$ cat src/rtl/afb_pkg.sv
// Shared types, constants and frame assembly for the ARP frame builder.
// No dependencies; used by every module under rtl/.
`default_nettype none

package afb_pkg;

  localparam int unsigned HW_ADDR_BYTES    = 6;
  localparam int unsigned PROTO_ADDR_BYTES = 4;
  localparam int unsigned FRAME_BYTES      = 14 + 8 + 2 * (HW_ADDR_BYTES + PROTO_ADDR_BYTES);
  localparam int unsigned CNT_W            = $clog2(FRAME_BYTES);
  localparam int unsigned MAC_W            = 8 * HW_ADDR_BYTES;
  localparam int unsigned IP_W             = 8 * PROTO_ADDR_BYTES;
  localparam int unsigned CFG_DATA_W       = MAC_W;
  localparam int unsigned CFG_IDX_W        = 1;
  localparam int unsigned QUEUE_DEPTH      = 2;

  localparam logic [15:0] ETHERTYPE_ARP = 16'h0806;
  localparam logic [15:0] HTYPE_ETH     = 16'h0001;
  localparam logic [15:0] PTYPE_IPV4    = 16'h0800;
  localparam logic [7:0]  HLEN          = 8'(HW_ADDR_BYTES);
  localparam logic [7:0]  PLEN          = 8'(PROTO_ADDR_BYTES);
  localparam logic [MAC_W-1:0] MAC_BCAST = '1;

  typedef enum logic [CFG_IDX_W-1:0] {
    CFG_LOCAL_MAC = 1'b0,
    CFG_LOCAL_IP  = 1'b1
  } cfg_idx_e;

  typedef enum logic {
    CMD_REQUEST = 1'b0,
    CMD_REPLY   = 1'b1
  } cmd_e;

  typedef struct packed {
    logic             command;
    logic [IP_W-1:0]  target_ip;
    logic [MAC_W-1:0] target_mac;
    logic             broadcast;
  } req_t;

  typedef struct packed {
    logic [7:0] frame_byte;
    logic       last_byte;
  } frm_t;

  typedef struct packed {
    logic [MAC_W-1:0] local_mac;
    logic [IP_W-1:0]  local_ip;
  } cfg_t;

  typedef struct packed {
    logic [MAC_W-1:0] dest_mac;
    logic [MAC_W-1:0] tgt_mac;
    logic [IP_W-1:0]  tgt_ip;
    logic             is_reply;
  } job_t;

  typedef logic [FRAME_BYTES-1:0][7:0] frame_vec_t;

  // Byte 0 of the frame sits in the top lane.
  function automatic frame_vec_t build_frame(job_t job, cfg_t cfg);
    logic [15:0] opcode;
    opcode = {14'b0, job.is_reply, ~job.is_reply};
    return {job.dest_mac, cfg.local_mac, ETHERTYPE_ARP, HTYPE_ETH, PTYPE_IPV4,
            HLEN, PLEN, opcode, cfg.local_mac, cfg.local_ip, job.tgt_mac, job.tgt_ip};
  endfunction

endpackage

`default_nettype wire

$ cat src/rtl/afb_front.sv
// Request classifier: resolves destination MAC, target MAC field and opcode.
// Depends on afb_pkg.
`default_nettype none

module afb_front (
  input  afb_pkg::req_t req_i,
  output afb_pkg::job_t job_o
);

  always_comb begin
    job_o.is_reply = (req_i.command == afb_pkg::CMD_REPLY);
    job_o.dest_mac = req_i.broadcast ? afb_pkg::MAC_BCAST : req_i.target_mac;
    job_o.tgt_mac  = job_o.is_reply ? req_i.target_mac : '0;
    job_o.tgt_ip   = req_i.target_ip;
  end

endmodule

`default_nettype wire

$ cat src/rtl/afb_queue.sv
// Small register FIFO of classified jobs between front and back.
// Depends on afb_pkg.
`default_nettype none

module afb_queue #(
  parameter int unsigned DEPTH = afb_pkg::QUEUE_DEPTH
) (
  input  wire           clk_i,
  input  wire           rst_ni,
  input  wire           push_i,
  input  afb_pkg::job_t push_data_i,
  output logic          full_o,
  input  wire           pop_i,
  output afb_pkg::job_t pop_data_o,
  output logic          empty_o
);

  localparam int unsigned PTR_W = (DEPTH > 1) ? $clog2(DEPTH) : 1;
  localparam int unsigned CNT_W = $clog2(DEPTH + 1);

  afb_pkg::job_t    mem_q [DEPTH];
  logic [PTR_W-1:0] wr_ptr_q, wr_ptr_d, rd_ptr_q, rd_ptr_d;
  logic [CNT_W-1:0] cnt_q, cnt_d;
  logic             do_push, do_pop;

  assign full_o     = (cnt_q == CNT_W'(DEPTH));
  assign empty_o    = (cnt_q == '0);
  assign pop_data_o = mem_q[rd_ptr_q];
  assign do_push    = push_i && !full_o;
  assign do_pop     = pop_i && !empty_o;

  always_comb begin
    wr_ptr_d = wr_ptr_q;
    rd_ptr_d = rd_ptr_q;
    cnt_d    = cnt_q;
    if (do_push) begin
      wr_ptr_d = (wr_ptr_q == PTR_W'(DEPTH - 1)) ? '0 : wr_ptr_q + 1'b1;
    end
    if (do_pop) begin
      rd_ptr_d = (rd_ptr_q == PTR_W'(DEPTH - 1)) ? '0 : rd_ptr_q + 1'b1;
    end
    if (do_push && !do_pop) begin
      cnt_d = cnt_q + 1'b1;
    end else if (do_pop && !do_push) begin
      cnt_d = cnt_q - 1'b1;
    end
  end

  always_ff @(posedge clk_i or negedge rst_ni) begin
    if (!rst_ni) begin
      wr_ptr_q <= '0;
      rd_ptr_q <= '0;
      cnt_q    <= '0;
    end else begin
      wr_ptr_q <= wr_ptr_d;
      rd_ptr_q <= rd_ptr_d;
      cnt_q    <= cnt_d;
    end
  end

  always_ff @(posedge clk_i) begin
    if (do_push) begin
      mem_q[wr_ptr_q] <= push_data_i;
    end
  end

endmodule

`default_nettype wire

$ cat src/rtl/afb_back.sv
// Frame serializer: walks a job byte by byte into a registered output stage.
// Depends on afb_pkg.
`default_nettype none

module afb_back (
  input  wire           clk_i,
  input  wire           rst_ni,
  input  afb_pkg::cfg_t cfg_i,
  input  afb_pkg::job_t job_i,
  input  wire           job_avail_i,
  output logic          job_pop_o,
  output afb_pkg::frm_t frm_o,
  output logic          frm_valid_o,
  input  wire           frm_ready_i
);

  localparam logic [afb_pkg::CNT_W-1:0] LAST_IDX = afb_pkg::CNT_W'(afb_pkg::FRAME_BYTES - 1);

  afb_pkg::job_t              job_q;
  logic                       busy_q;
  logic [afb_pkg::CNT_W-1:0]  cnt_q, lane;
  afb_pkg::frm_t              out_q;
  logic                       out_valid_q;
  afb_pkg::frame_vec_t        frame;
  logic                       adv, at_last;

  assign frame     = afb_pkg::build_frame(job_q, cfg_i);
  assign lane      = LAST_IDX - cnt_q;
  assign at_last   = (cnt_q == LAST_IDX);
  assign adv       = busy_q && (!out_valid_q || frm_ready_i);
  assign job_pop_o = job_avail_i && (!busy_q || (adv && at_last));

  assign frm_o       = out_q;
  assign frm_valid_o = out_valid_q;

  always_ff @(posedge clk_i or negedge rst_ni) begin
    if (!rst_ni) begin
      busy_q      <= 1'b0;
      cnt_q       <= '0;
      out_valid_q <= 1'b0;
    end else begin
      if (adv) begin
        out_valid_q <= 1'b1;
      end else if (frm_ready_i) begin
        out_valid_q <= 1'b0;
      end
      if (job_pop_o) begin
        busy_q <= 1'b1;
        cnt_q  <= '0;
      end else if (adv) begin
        if (at_last) begin
          busy_q <= 1'b0;
        end
        cnt_q <= cnt_q + 1'b1;
      end
    end
  end

  always_ff @(posedge clk_i) begin
    if (job_pop_o) begin
      job_q <= job_i;
    end
    if (adv) begin
      out_q.frame_byte <= frame[lane];
      out_q.last_byte  <= at_last;
    end
  end

endmodule

`default_nettype wire

$ cat src/rtl/arp_frame_builder.sv
// Top level of the ARP frame builder: config registers, front, queue, back.
// Depends on afb_pkg, afb_front, afb_queue, afb_back.
//
//   channel | signals                          | dir | payload
//   --------+----------------------------------+-----+-----------------------------
//   req     | req_valid_i / req_ready_o        | in  | afb_pkg::req_t
//   frm     | frm_valid_o / frm_ready_i        | out | afb_pkg::frm_t, one byte
//   cfg     | cfg_we_i, cfg_idx_i, cfg_wdata_i | in  | local_mac (0), local_ip (1)
//
// Each transaction on req yields 42 frm transactions, one per cycle when frm is
// not stalled; frames follow each other with no gap while jobs wait in the queue.
// Requests are written into the job queue and are taken while a frame is still
// going out. Reset clears the queue, the byte counter in the back end, the
// output valid flag and both config registers to zero.
`default_nettype none

module arp_frame_builder #(
  parameter int unsigned QUEUE_DEPTH = afb_pkg::QUEUE_DEPTH
) (
  input  wire                              clk_i,
  input  wire                              rst_ni,
  input  wire                              cfg_we_i,
  input  wire [afb_pkg::CFG_IDX_W-1:0]     cfg_idx_i,
  input  wire [afb_pkg::CFG_DATA_W-1:0]    cfg_wdata_i,
  input  afb_pkg::req_t                    req_i,
  input  wire                              req_valid_i,
  output logic                             req_ready_o,
  output afb_pkg::frm_t                    frm_o,
  output logic                             frm_valid_o,
  input  wire                              frm_ready_i
);

  afb_pkg::cfg_t cfg_q;
  afb_pkg::job_t front_job, queue_job;
  logic          q_full, q_empty, q_pop;

  always_ff @(posedge clk_i or negedge rst_ni) begin
    if (!rst_ni) begin
      cfg_q <= '0;
    end else if (cfg_we_i) begin
      case (cfg_idx_i)
        afb_pkg::CFG_LOCAL_MAC: cfg_q.local_mac <= cfg_wdata_i[afb_pkg::MAC_W-1:0];
        afb_pkg::CFG_LOCAL_IP:  cfg_q.local_ip  <= cfg_wdata_i[afb_pkg::IP_W-1:0];
        default: ;
      endcase
    end
  end

  assign req_ready_o = !q_full;

  afb_front u_front (
    .req_i (req_i),
    .job_o (front_job)
  );

  afb_queue #(
    .DEPTH (QUEUE_DEPTH)
  ) u_queue (
    .clk_i       (clk_i),
    .rst_ni      (rst_ni),
    .push_i      (req_valid_i),
    .push_data_i (front_job),
    .full_o      (q_full),
    .pop_i       (q_pop),
    .pop_data_o  (queue_job),
    .empty_o     (q_empty)
  );

  afb_back u_back (
    .clk_i       (clk_i),
    .rst_ni      (rst_ni),
    .cfg_i       (cfg_q),
    .job_i       (queue_job),
    .job_avail_i (!q_empty),
    .job_pop_o   (q_pop),
    .frm_o       (frm_o),
    .frm_valid_o (frm_valid_o),
    .frm_ready_i (frm_ready_i)
  );

endmodule

`default_nettype wire

$ cat config.mk
export PLATFORM = sky130hd
export DESIGN_NAME = arp_frame_builder
export DESIGN_NICKNAME = d
export VERILOG_FILES = /design/src/rtl/afb_pkg.sv /design/src/rtl/afb_front.sv /design/src/rtl/afb_queue.sv /design/src/rtl/afb_back.sv /design/src/rtl/arp_frame_builder.sv
export SDC_FILE = /design/constraint.sdc
export NUM_CORES = 1
export LEC_CHECK = 0
export BUFFER_PORTS_ARGS = -buffer_cell sky130_fd_sc_hd__buf_2
export CAP_MARGIN = 20
export CORE_UTILIZATION = 35
export CTS_CLUSTER_DIAMETER = 40
export DETAILED_ROUTE_END_ITERATION = 8
export HOLD_SLACK_MARGIN = 0.06
export PLACE_DENSITY_LB_ADDON = 0.1
export SYNTH_ARGS = -nofsm -noshare
export SYNTH_HDL_FRONTEND = slang
export SYNTH_HIERARCHICAL = 1
export SYNTH_SLANG_ARGS = --single-unit
$ cat constraint.sdc
create_clock -name clk_i -period 16.12 [get_ports clk_i]
set_clock_uncertainty 0.1 [all_clocks]
set_input_delay 1.612 -clock clk_i [delete_from_list [all_inputs] [get_ports clk_i]]
set_output_delay 1.612 -clock clk_i [all_outputs]
set_load 0.02 [all_outputs]
==> qor.csv, run 1 <==
metric;value;unit
yosysSeqAreaShare;0.698;
cp.required;16240;ps
globalplace.congestion;0.775;
cts_hold_buf;0;
gr-total-overflow;0;
clockBufferDepth;3;
ant_nets;0;
hpwl;28200;um
syn_nets;1302;
clk_pin_slew;50;ps
cts_root_buf;clkbuf_16;
syn_inst;1161;
cts-htree-levels;3;
timing.setup.tns;0;ps
hold_path_depth;1;
dieHeight;243;um
r2r_start;u_back/cnt_q[1];
rsz0062_at_grt;no;
drc_errors;0;
cellLeakagePower;8.85;nW
wire_per_inst;21.4;um
cts_buffers;91;
cts.sinks;488;
slew_headroom;0.277;
synth_edf_count;396;
clkLatencyLatePin;620;ps
cp_max_fo;72;
period_needed;4420;ps
async_flop_share;0.189;
syn_avg_cell_area;17.5;um2
worstHoldEndpoint;cfg_q[55];
path_class;reg2reg;
slew_violations;0;
yosysUniqueCellTypes;49;
dieArea;59000;um2
ir_drop;89.7;uV
num_rows;87;
start_util;0.357;
slowest_stage;buf_4;
max_freq;0.226;GHz
post-cts-setup-buffers;0;
io_pins;147;
antenna_found_initial;0;
final-setup-viol-count;0;
end_kind;register;
ys_ff_latch;488;
ff2ff_path_depth;7;
grt_max_degree;73;
slowest_delay;890;ps
yosysWarnings;6;
r2r-end;u_back/frame[76];
area_growth_syn_to_layout;20.9;%
routed-via-count;10300;
grt_pass1_wl;69900;um
status;finished, final reports clean;
dr.pass1.iters;5;
n_antenna_cell;0;
fin_crit_sh;0.274;
min-delay-path-class;reg2reg;
fin_util;0.432;
grt_pass1_vias;11000;
cp_common_cell;inv_1;
synthesis.area;20300;um2
finalNonFillerCells;2151;
tightest_slew;1090;ps
core_area;56900;um2
globalRouteTotalUtil;0.159;
power.density;197;nW/um2
place_inst;1981;
cp.arrival;4540;ps
cts_tree;yes;
crit_chain;inv_1 > ha_1 > inv_1 > nor4_1 > a21bo_2 > and2_4 > buf_4;
r2r_slack;11700;ps
drt_iter0_drc;459;
synth_ff_type;edfxtp_1;
cap_violations;0;
port_buffers;146;
nets;1459;
final_layout_size_suffix_gt1_frac;0.422;
final-hold-violation-count;0;
avgViaCountPerCell;4.81;
die_x;243;um
hold_start;cfg_q[55];
start_kind;register;
ctsResizeCount;0;
routed_wl;45900;um
-- registers in the layout (all words and copies together) (netlist names) --
signal / flops
u_queue/cnt_q: 2
u_queue/mem_q: 258
u_back/frm_o: 9
u_back/frame: 129
u_queue/wr_ptr_q: 1
cfg_q: 80
u_back/cnt_q: 6
u_back/frm_valid_o: 1
u_queue/rd_ptr_q: 1
u_back/busy_q: 1
-- worst max-delay path by stage --
| stage | start | to | slack (ps) |
|---|---|---|---|
| after floorplan | req_valid_i | u_queue/mem_q[0][0] | 8340 |
| after global placement | req_valid_i | u_queue/mem_q[0][40] | 11340 |
| after detailed placement | req_valid_i | u_queue/mem_q[0][40] | 11370 |
| after CTS | u_back/cnt_q[1] | u_back/frame[78] | 11570 |
| after global routing | u_back/cnt_q[1] | u_back/frame[69] | 11360 |
| final | u_back/cnt_q[1] | u_back/frame[76] | 11700 |
-- worst max-delay path: cells and delay by family, from the launching register on --
kind / cells / cell delay [ps]
flip-flops: 1 / 740
buffers and inverters: 3 / 1270
adder cells (fa/ha/maj): 1 / 350
AND/OR/NAND/NOR: 2 / 1260
AO/OA/AOI/OAI: 1 / 250
-- metrics by stage --
| stage | cell area [um2] | hold slack, ps | total power [mW] | worst slack [ps] |
|---|---|---|---|---|
| after floorplan | 20300 | 339 | 2.64 | 8340 |
| after global placement | 21400 | 382 | 2.95 | 11340 |
| after detailed placement | 21400 | 389 | 2.96 | 11370 |
| after CTS | 24600 | 398 | 4.92 | 11570 |
| after global routing | 24600 | 411 | 5.07 | 11360 |
| final | 24600 | 396 | 4.84 | 11700 |
-- cell families (layout without fill, tap and decap cells) --
group	count (synthesis)	after routing	share of synthesized area
DFF	488	488	0.698
muxes	286	286	0.177
and+or+nand+nor	180	180	0.0503
buffers and inverters	109	343	0.0386
AOI/OAI and AO/OA	78	78	0.0260
xor gates and xnor gates	15	15	0.00646
adders and majority gates	5	5	0.00308
-- Yosys cell counts, types with 2 or more instances --
cell type,instances,share of area
a22oi_1,4,0.0015
nor3_1,5,0.0012
xor2_1,7,0.0030
buf_4,40,0.015
nor2b_1,3,0.00092
a21oi_1,18,0.0044
and3_1,3,0.00092
edfxtp_1,396,0.59
nand3b_1,2,0.00074
nor2_1,15,0.0028
mux2i_1,36,0.018
buf_12,2,0.0020
dfrtp_1,92,0.11
and2_1,53,0.016
or2_1,20,0.0062
a31oi_1,10,0.0031
or2_2,28,0.0086
nand2b_1,7,0.0022
o221ai_1,5,0.0022
clkbuf_1,12,0.0022
a21boi_0,2,0.00074
mux4_1,17,0.022
a2111oi_0,2,0.00086
a32o_1,6,0.0030
mux2_2,218,0.12
buf_6,22,0.012
o32ai_1,4,0.0017
nand4_1,3,0.00092
ha_1,5,0.0031
buf_2,22,0.0054
o21a_1,3,0.0011
nand2_1,20,0.0037
nand3_1,18,0.0044
mux4_2,15,0.017
a311oi_1,2,0.00086
o21ai_0,15,0.0037
xnor2_1,8,0.0034
inv_1,10,0.0018
-- area by class of cell --
| cell class | count | area [um2] |
|---|---|---|
| fillers | 5052 | 32400 |
| clock inverters | 71 | 759 |
| clock buffers | 99 | 2390 |
| multi-input cells | 564 | 5370 |
| repair buffers | 162 | 857 |
| inverters | 11 | 41.3 |
| flip-flops and latches | 488 | 14200 |
| well taps | 756 | 946 |
-- power breakdown --
group          leakage (nW)  internal, mW  switching, mW
Combinational          2.62         0.478          0.657
Sequential             4.69          1.66          0.130
Clock                  1.53          1.27          0.651
-- layer usage --
| metal | wire [um] | part of all wire | vias to the layer above | global-route usage |
|---|---|---|---|---|
| li1 | - | - | 4768 | - |
| met1 | 21300 | 0.46 | 5245 | 0.216 |
| met2 | 21400 | 0.47 | 260 | 0.250 |
| met3 | 2100 | 0.046 | 76 | 0.0369 |
| met4 | 1110 | 0.024 | 0 | 0.0544 |
| met5 | 0 | 0 | - | 0 |
-- placed cells by master (no fill, tap or decap), types with 8 or more instances in the layout --
cell type	netlist	final
clkinv_4	0	10
clkinvlp_4	0	8
nor2_1	15	14
a21oi_1	18	18
buf_2	22	145
buf_4	40	16
dfrtp_1	92	89
inv_6	0	10
clkinv_2	0	18
nand2_1	20	20
mux4_2	15	15
or2_2	28	28
a31oi_1	10	10
edfxtp_1	396	396
bufinv_16	0	12
clkbuf_16	0	94
nand3_1	18	18
inv_1	10	10
mux2_2	218	218
and2_1	53	52
mux2i_1	36	36
clkinv_1	1	12
o21ai_0	15	15
mux4_1	17	17
or2_1	20	20
Note: power is estimated with default switching activity, not from simulation.
==> run 2: changes to the inputs <==
- clock period: 16.12 -> 3.55 ns (I/O delays scaled with it)
==> run 2 against run 1 <==
  * Sequential share of layout area is 2.2 points lower
  * Worst hold slack worse by 260 ps
  * Via count is 4.7% higher
  * Cell area is 4.0% higher
  * Largest cell class unchanged
==> qor.csv, run 2 (synthesis gave the netlist of run 1 again) <==
metric;value;unit
dr.pass1.iters;5;
cts.sinks;488;
grt_use_met1;0.226;
cp_max_fo;101;
gr-total-overflow;0;
nets;1588;
globalRouteTotalUtil;0.163;
ir_drop;363;uV
die_x;243;um
min-delay-path-class;in2reg;
power.density;822;nW/um2
fin_crit_sh;0.806;
num_rows;87;
final_layout_size_suffix_gt1_frac;0.380;
busiest_layer;met2;
fin_util;0.449;
avgViaCountPerCell;4.77;
combPwrFrac;0.260;
routed-via-count;10800;
status;finished, final reports clean;
tightest_slew;1030;ps
port_buffers;146;
area_growth_syn_to_layout;25.8;%
rsz0062_at_grt;no;
dieHeight;243;um
cp.required;3680;ps
power.switching;6.44;mW
grt_util_met2;0.255;
clk_pin_slew;50;ps
start_kind;register;
clockBufferDepth;3;
hpwl;29700;um
wire_per_inst;20.9;um
mostFrequentLayoutCell;edfxtp_1;
io_pins;147;
start_util;0.357;
clkLatencyLatePin;620;ps
ant_nets;0;
routed_wl;47400;um
cp.arrival;3000;ps
globalplace.congestion;0.793;
n_fill_cell;4971;
path_class;reg2reg;
cts-htree-levels;3;
cts_root_buf;clkbuf_16;
cts_tree;yes;
largest_reg_flops;258;
use_met3;0.0351;
end_kind;register;
grt_pass1_wl;71700;um
antenna_found_initial;1;
seq_power_share;0.381;
period_needed;2860;ps
slew_violations;0;
final-hold-violation-count;0;
cap_violations;0;
timing.setup.tns;0;ps
r2r_slack;690;ps
n_antenna_cell;0;
drc_errors;0;
grt_max_degree;102;
drt_iter0_drc;623;
clock_power_share;0.359;
intPower;14.6;mW
max_freq;0.349;GHz
cellLeakagePower;9.22;nW
dieArea;59000;um2
largest_register;u_queue/mem_q;
swShare;0.306;
cts_buffers;81;
slew_headroom;0.308;
final_cell_mix;edfxtp_1 (396), mux2_2 (218), buf_2 (145);
final-setup-viol-count;0;
grt_pass1_vias;11300;
core_area;56900;um2
-- run 2: changes by cell type in the layout (fill, tap and decap cells not counted), sizes merged --
cell         previous run  this run
bufinv                 12         6
clkinvlp                8         7
buf                   162       170
clkbuf                 99        90
dlygate4sd3             0       131
clkinv                 42        39
-- run 2: per-stage QoR --
step | hold slack, ps | cells | setup slack [ps] | cell area (um2) | power (mW)
detailed placement | 341 | 1989 | 647 | 21600 | 13.6
finish | 139 | 2271 | 688 | 25600 | 21.0
floorplan | -40.6 | 1161 | 136 | 20300 | 11.9
global placement | 339 | 1989 | 660 | 21600 | 13.5
global route | 124 | 2271 | 403 | 25600 | 22.0
CTS | 99.2 | 2271 | 655 | 25600 | 21.3
-- run 2: worst paths after layout --
path | from | cells after the start | to
max | u_back/cnt_q[0] | 5 | u_back/frame[76]
min | cfg_idx_i | 3 | cfg_q[73]
max reg2reg | u_back/cnt_q[0] | 5 | u_back/frame[76]
min reg2reg | cfg_q[62] | 1 | cfg_q[62]
max in group asynchronous | rst_ni | 3 | u_back/cnt_q[0]
min in group asynchronous | rst_ni | 2 | cfg_q[50]
-- run 2: power groups by stage --
stage / clock, mW / combinational (mW) / sequential, mW
2_1_floorplan: 0 / 4.02 / 7.89
3_3_place_gp: 0 / 5.44 / 8.10
3_5_place_dp: 0 / 5.43 / 8.12
4_1_cts: 7.73 / 5.58 / 8.03
5_1_grt: 7.99 / 5.93 / 8.11
6_report: 7.54 / 5.47 / 8.00
-- run 2: timing repair --
item,CTS,global route
buffers inserted,0,0
gates resized for setup,0,0
setup endpoints to repair,0,0
hold buffers,131,0
hold endpoints to repair,386,0
-- run 2: layout make-up --
cell class | instances | area, um2 | share of cell area
Timing Repair Buffer | 301 | 2320 | 0.0909
Tap cell | 756 | 946 | 0.0370
Sequential cell | 488 | 14200 | 0.556
Inverter | 11 | 41.3 | 0.00162
Clock buffer | 90 | 2060 | 0.0806
Multi-Input combinational cell | 564 | 5370 | 0.210
Clock inverter | 61 | 609 | 0.0238
-- run 2: worst max-delay path, cell delays in order, from the launching register on --
cell	delay, ps
dfrtp_4	700
clkinv_1	360
nor4_1	440
a21bo_2	200
and2_4	180
buf_12	390
-- run 2: metal layers --
layer | vias up | share of wire
li1 | 5022 | -
met1 | 5486 | 0.47
met2 | 254 | 0.47
met3 | 76 | 0.040
met4 | 0 | 0.022
met5 | - | 0
==> run 3: changes to the inputs <==
- clock period: 3.55 -> 2.4 ns (I/O delays scaled with it)
==> run 3 against run 2 <==
  * Utilization increased by 2.1 points
  * Highest routed layer unchanged
  * First-iteration DRC count rose by 9.3%
  * Worst hold slack improved by 28 ps
  * Routed wire length grew 2.8%
  * Cell area grew 4.6%
  * Total power increased by 60%
  * Combinational power rose by 74%
==> qor.csv, run 3 (synthesis gave the netlist of run 1 again) <==
metric;value;unit
dieArea;59000;um2
r2r_start;u_back/cnt_q[1];
power.switching;10.1;mW
cap_violations;0;
final-setup-viol-count;0;
mostFrequentLayoutCell;edfxtp_1;
cts_tree;yes;
drt_iter0_drc;681;
final_layout_size_suffix_gt1_frac;0.416;
globalRouteTotalUtil;0.169;
grt_pass1_wl;74200;um
largest_register;u_queue/mem_q;
start_util;0.357;
tightest_slew;625;ps
die_x;243;um
hpwl;31500;um
routed-via-count;11200;
fin_crit_sh;0.988;
cp.arrival;2640;ps
antenna_found_initial;0;
dr.pass1.iters;4;
port_buffers;146;
timing.hold.ws;167;ps
period_needed;2370;ps
finalNonFillerCells;2341;
ff2ff_path_depth;7;
slew_violations;0;
core_area;56900;um2
start_kind;register;
clock_power_share;0.367;
cts_root_buf;clkbuf_16;
ir_drop;645;uV
clkLatencyLatePin;620;ps
r2r_slack;30;ps
combPwrFrac;0.283;
cellLeakagePower;9.77;nW
swShare;0.299;
slew_headroom;0.583;
rsz0062_at_grt;yes;
clockBufferDepth;3;
path_delay_family;multiplexers;
largest_reg_flops;258;
seq_power_share;0.349;
worst-path-stages;7;
ant_nets;0;
pre_cts_ws;-114;ps
final_cell_mix;edfxtp_1 (396), mux2_2 (217), buf_2 (145);
cp_num_buf_inv;1;
multi_input_area;5490;um2
worstHoldEndpoint;cfg_q[62];
io_pins;147;
cts_buffers;87;
crit_chain;inv_8 > ha_4 > xor2_2 > mux4_2 > mux2_4 > o21a_1 > a32o_1;
globalplace.congestion;0.830;
min-delay-path-class;in2reg;
gr-total-overflow;0;
avgViaCountPerCell;4.77;
seqCellArea;14200;um2
n_fill_cell;4939;
wire_per_inst;20.8;um
grt_pass1_vias;11800;
slowest_delay;510;ps
cts-htree-levels;3;
status;finished, final reports clean;
power.density;1260;nW/um2
path_class;reg2reg;
max_freq;0.422;GHz
place_inst;2035;
nets;1653;
finalPower;33.7;mW
dieHeight;243;um
drc_errors;0;
cp.required;2660;ps
final-hold-violation-count;0;
end_kind;register;
intPower;23.6;mW
hold_start;cfg_idx_i;
area_growth_syn_to_layout;31.6;%
cp_max_fo;4;
cts.sinks;488;
clk_pin_slew;60;ps
slowest_stage;dfrtp_4;
fin_ws;28.8;ps
grt_max_degree;51;
hold_path_depth;4;
r2r-end;u_back/frm_o[2];
num_rows;87;
routed_wl;48700;um
==> run 3: cell types whose count changed in the layout (fill, tap and decap cells not counted), sizes merged <==
| cell | change |
|---|---|
| buf | +56 |
| bufbuf | +1 |
| bufinv | +5 |
| clkbuf | +10 |
| clkinv | -10 |
| diode | +2 |
| dlygate4sd3 | +2 |
| inv | +4 |
==> run 3: tightest hold or removal path, stage by stage <==
cell	delay, ps
buf_2	110
nor2b_4	50
buf_12	190
mux2_2	250
==> run 3: area by class of cell <==
cell class | count | area share
Antenna cell | 2 | 0.000187
Clock inverter | 60 | 0.0275
Inverter | 11 | 0.00192
Tap cell | 756 | 0.0354
Clock buffer | 100 | 0.0840
Timing Repair Buffer | 360 | 0.115
Sequential cell | 488 | 0.531
Multi-Input combinational cell | 564 | 0.205
==> run 3: worst max-delay path by stage <==
stage | from | slack [ps] | endpoint
5_1_grt | u_back/cnt_q[1] | -80 | u_queue/cnt_q[1]
2_1_floorplan | u_queue/cnt_q[0] | -660 | u_queue/mem_q[0][0]
3_5_place_dp | u_back/cnt_q[1] | -110 | u_back/frm_o[7]
3_3_place_gp | u_back/cnt_q[1] | -100 | u_back/frm_o[7]
4_1_cts | u_back/cnt_q[1] | 0.6 | u_back/frm_o[7]
6_report | u_back/cnt_q[1] | 30 | u_back/frm_o[2]
==> run 3: what timing repair did <==
item	in CTS	in global routing
hold buffers	134	0
gates cloned	1	0
buffers inserted	3	6
pin swaps	0	2
gates resized for setup	6	10
endpoints found under the hold margin	434	0
endpoints found under the setup margin	20	126
==> run 3: routing by layer <==
| layer | vias up | wire [um] | global-route usage | part of all wire |
|---|---|---|---|---|
| met1 | 5647 | 22700 | 0.233 | 0.47 |
| li1 | 5169 | - | - | - |
| met3 | 93 | 2200 | 0.0381 | 0.045 |
| met5 | - | 0 | 0 | 0 |
| met4 | 0 | 1230 | 0.0531 | 0.025 |
| met2 | 266 | 22600 | 0.263 | 0.46 |
==> run 3: power groups by stage <==
stage / clock network (mW) / logic [mW] / registers (mW)
CTS: 12.7 / 9.56 / 11.8
floorplan: 0 / 6.09 / 11.7
detailed placement: 0 / 9.14 / 11.9
finish: 12.4 / 9.54 / 11.8
global placement: 0 / 9.16 / 11.9
global route: 13.0 / 10.3 / 11.9
==> run 3: stage by stage <==
stage | TNS [ps] | util | area, um2
CTS | 0 | 0.468 | 26700
detailed placement | -279 | 0.390 | 22200
floorplan | -128740 | - | 20500
global placement | -192 | 0.390 | 22200
global route | -366 | 0.470 | 26700
finish | 0 | 0.470 | 26700
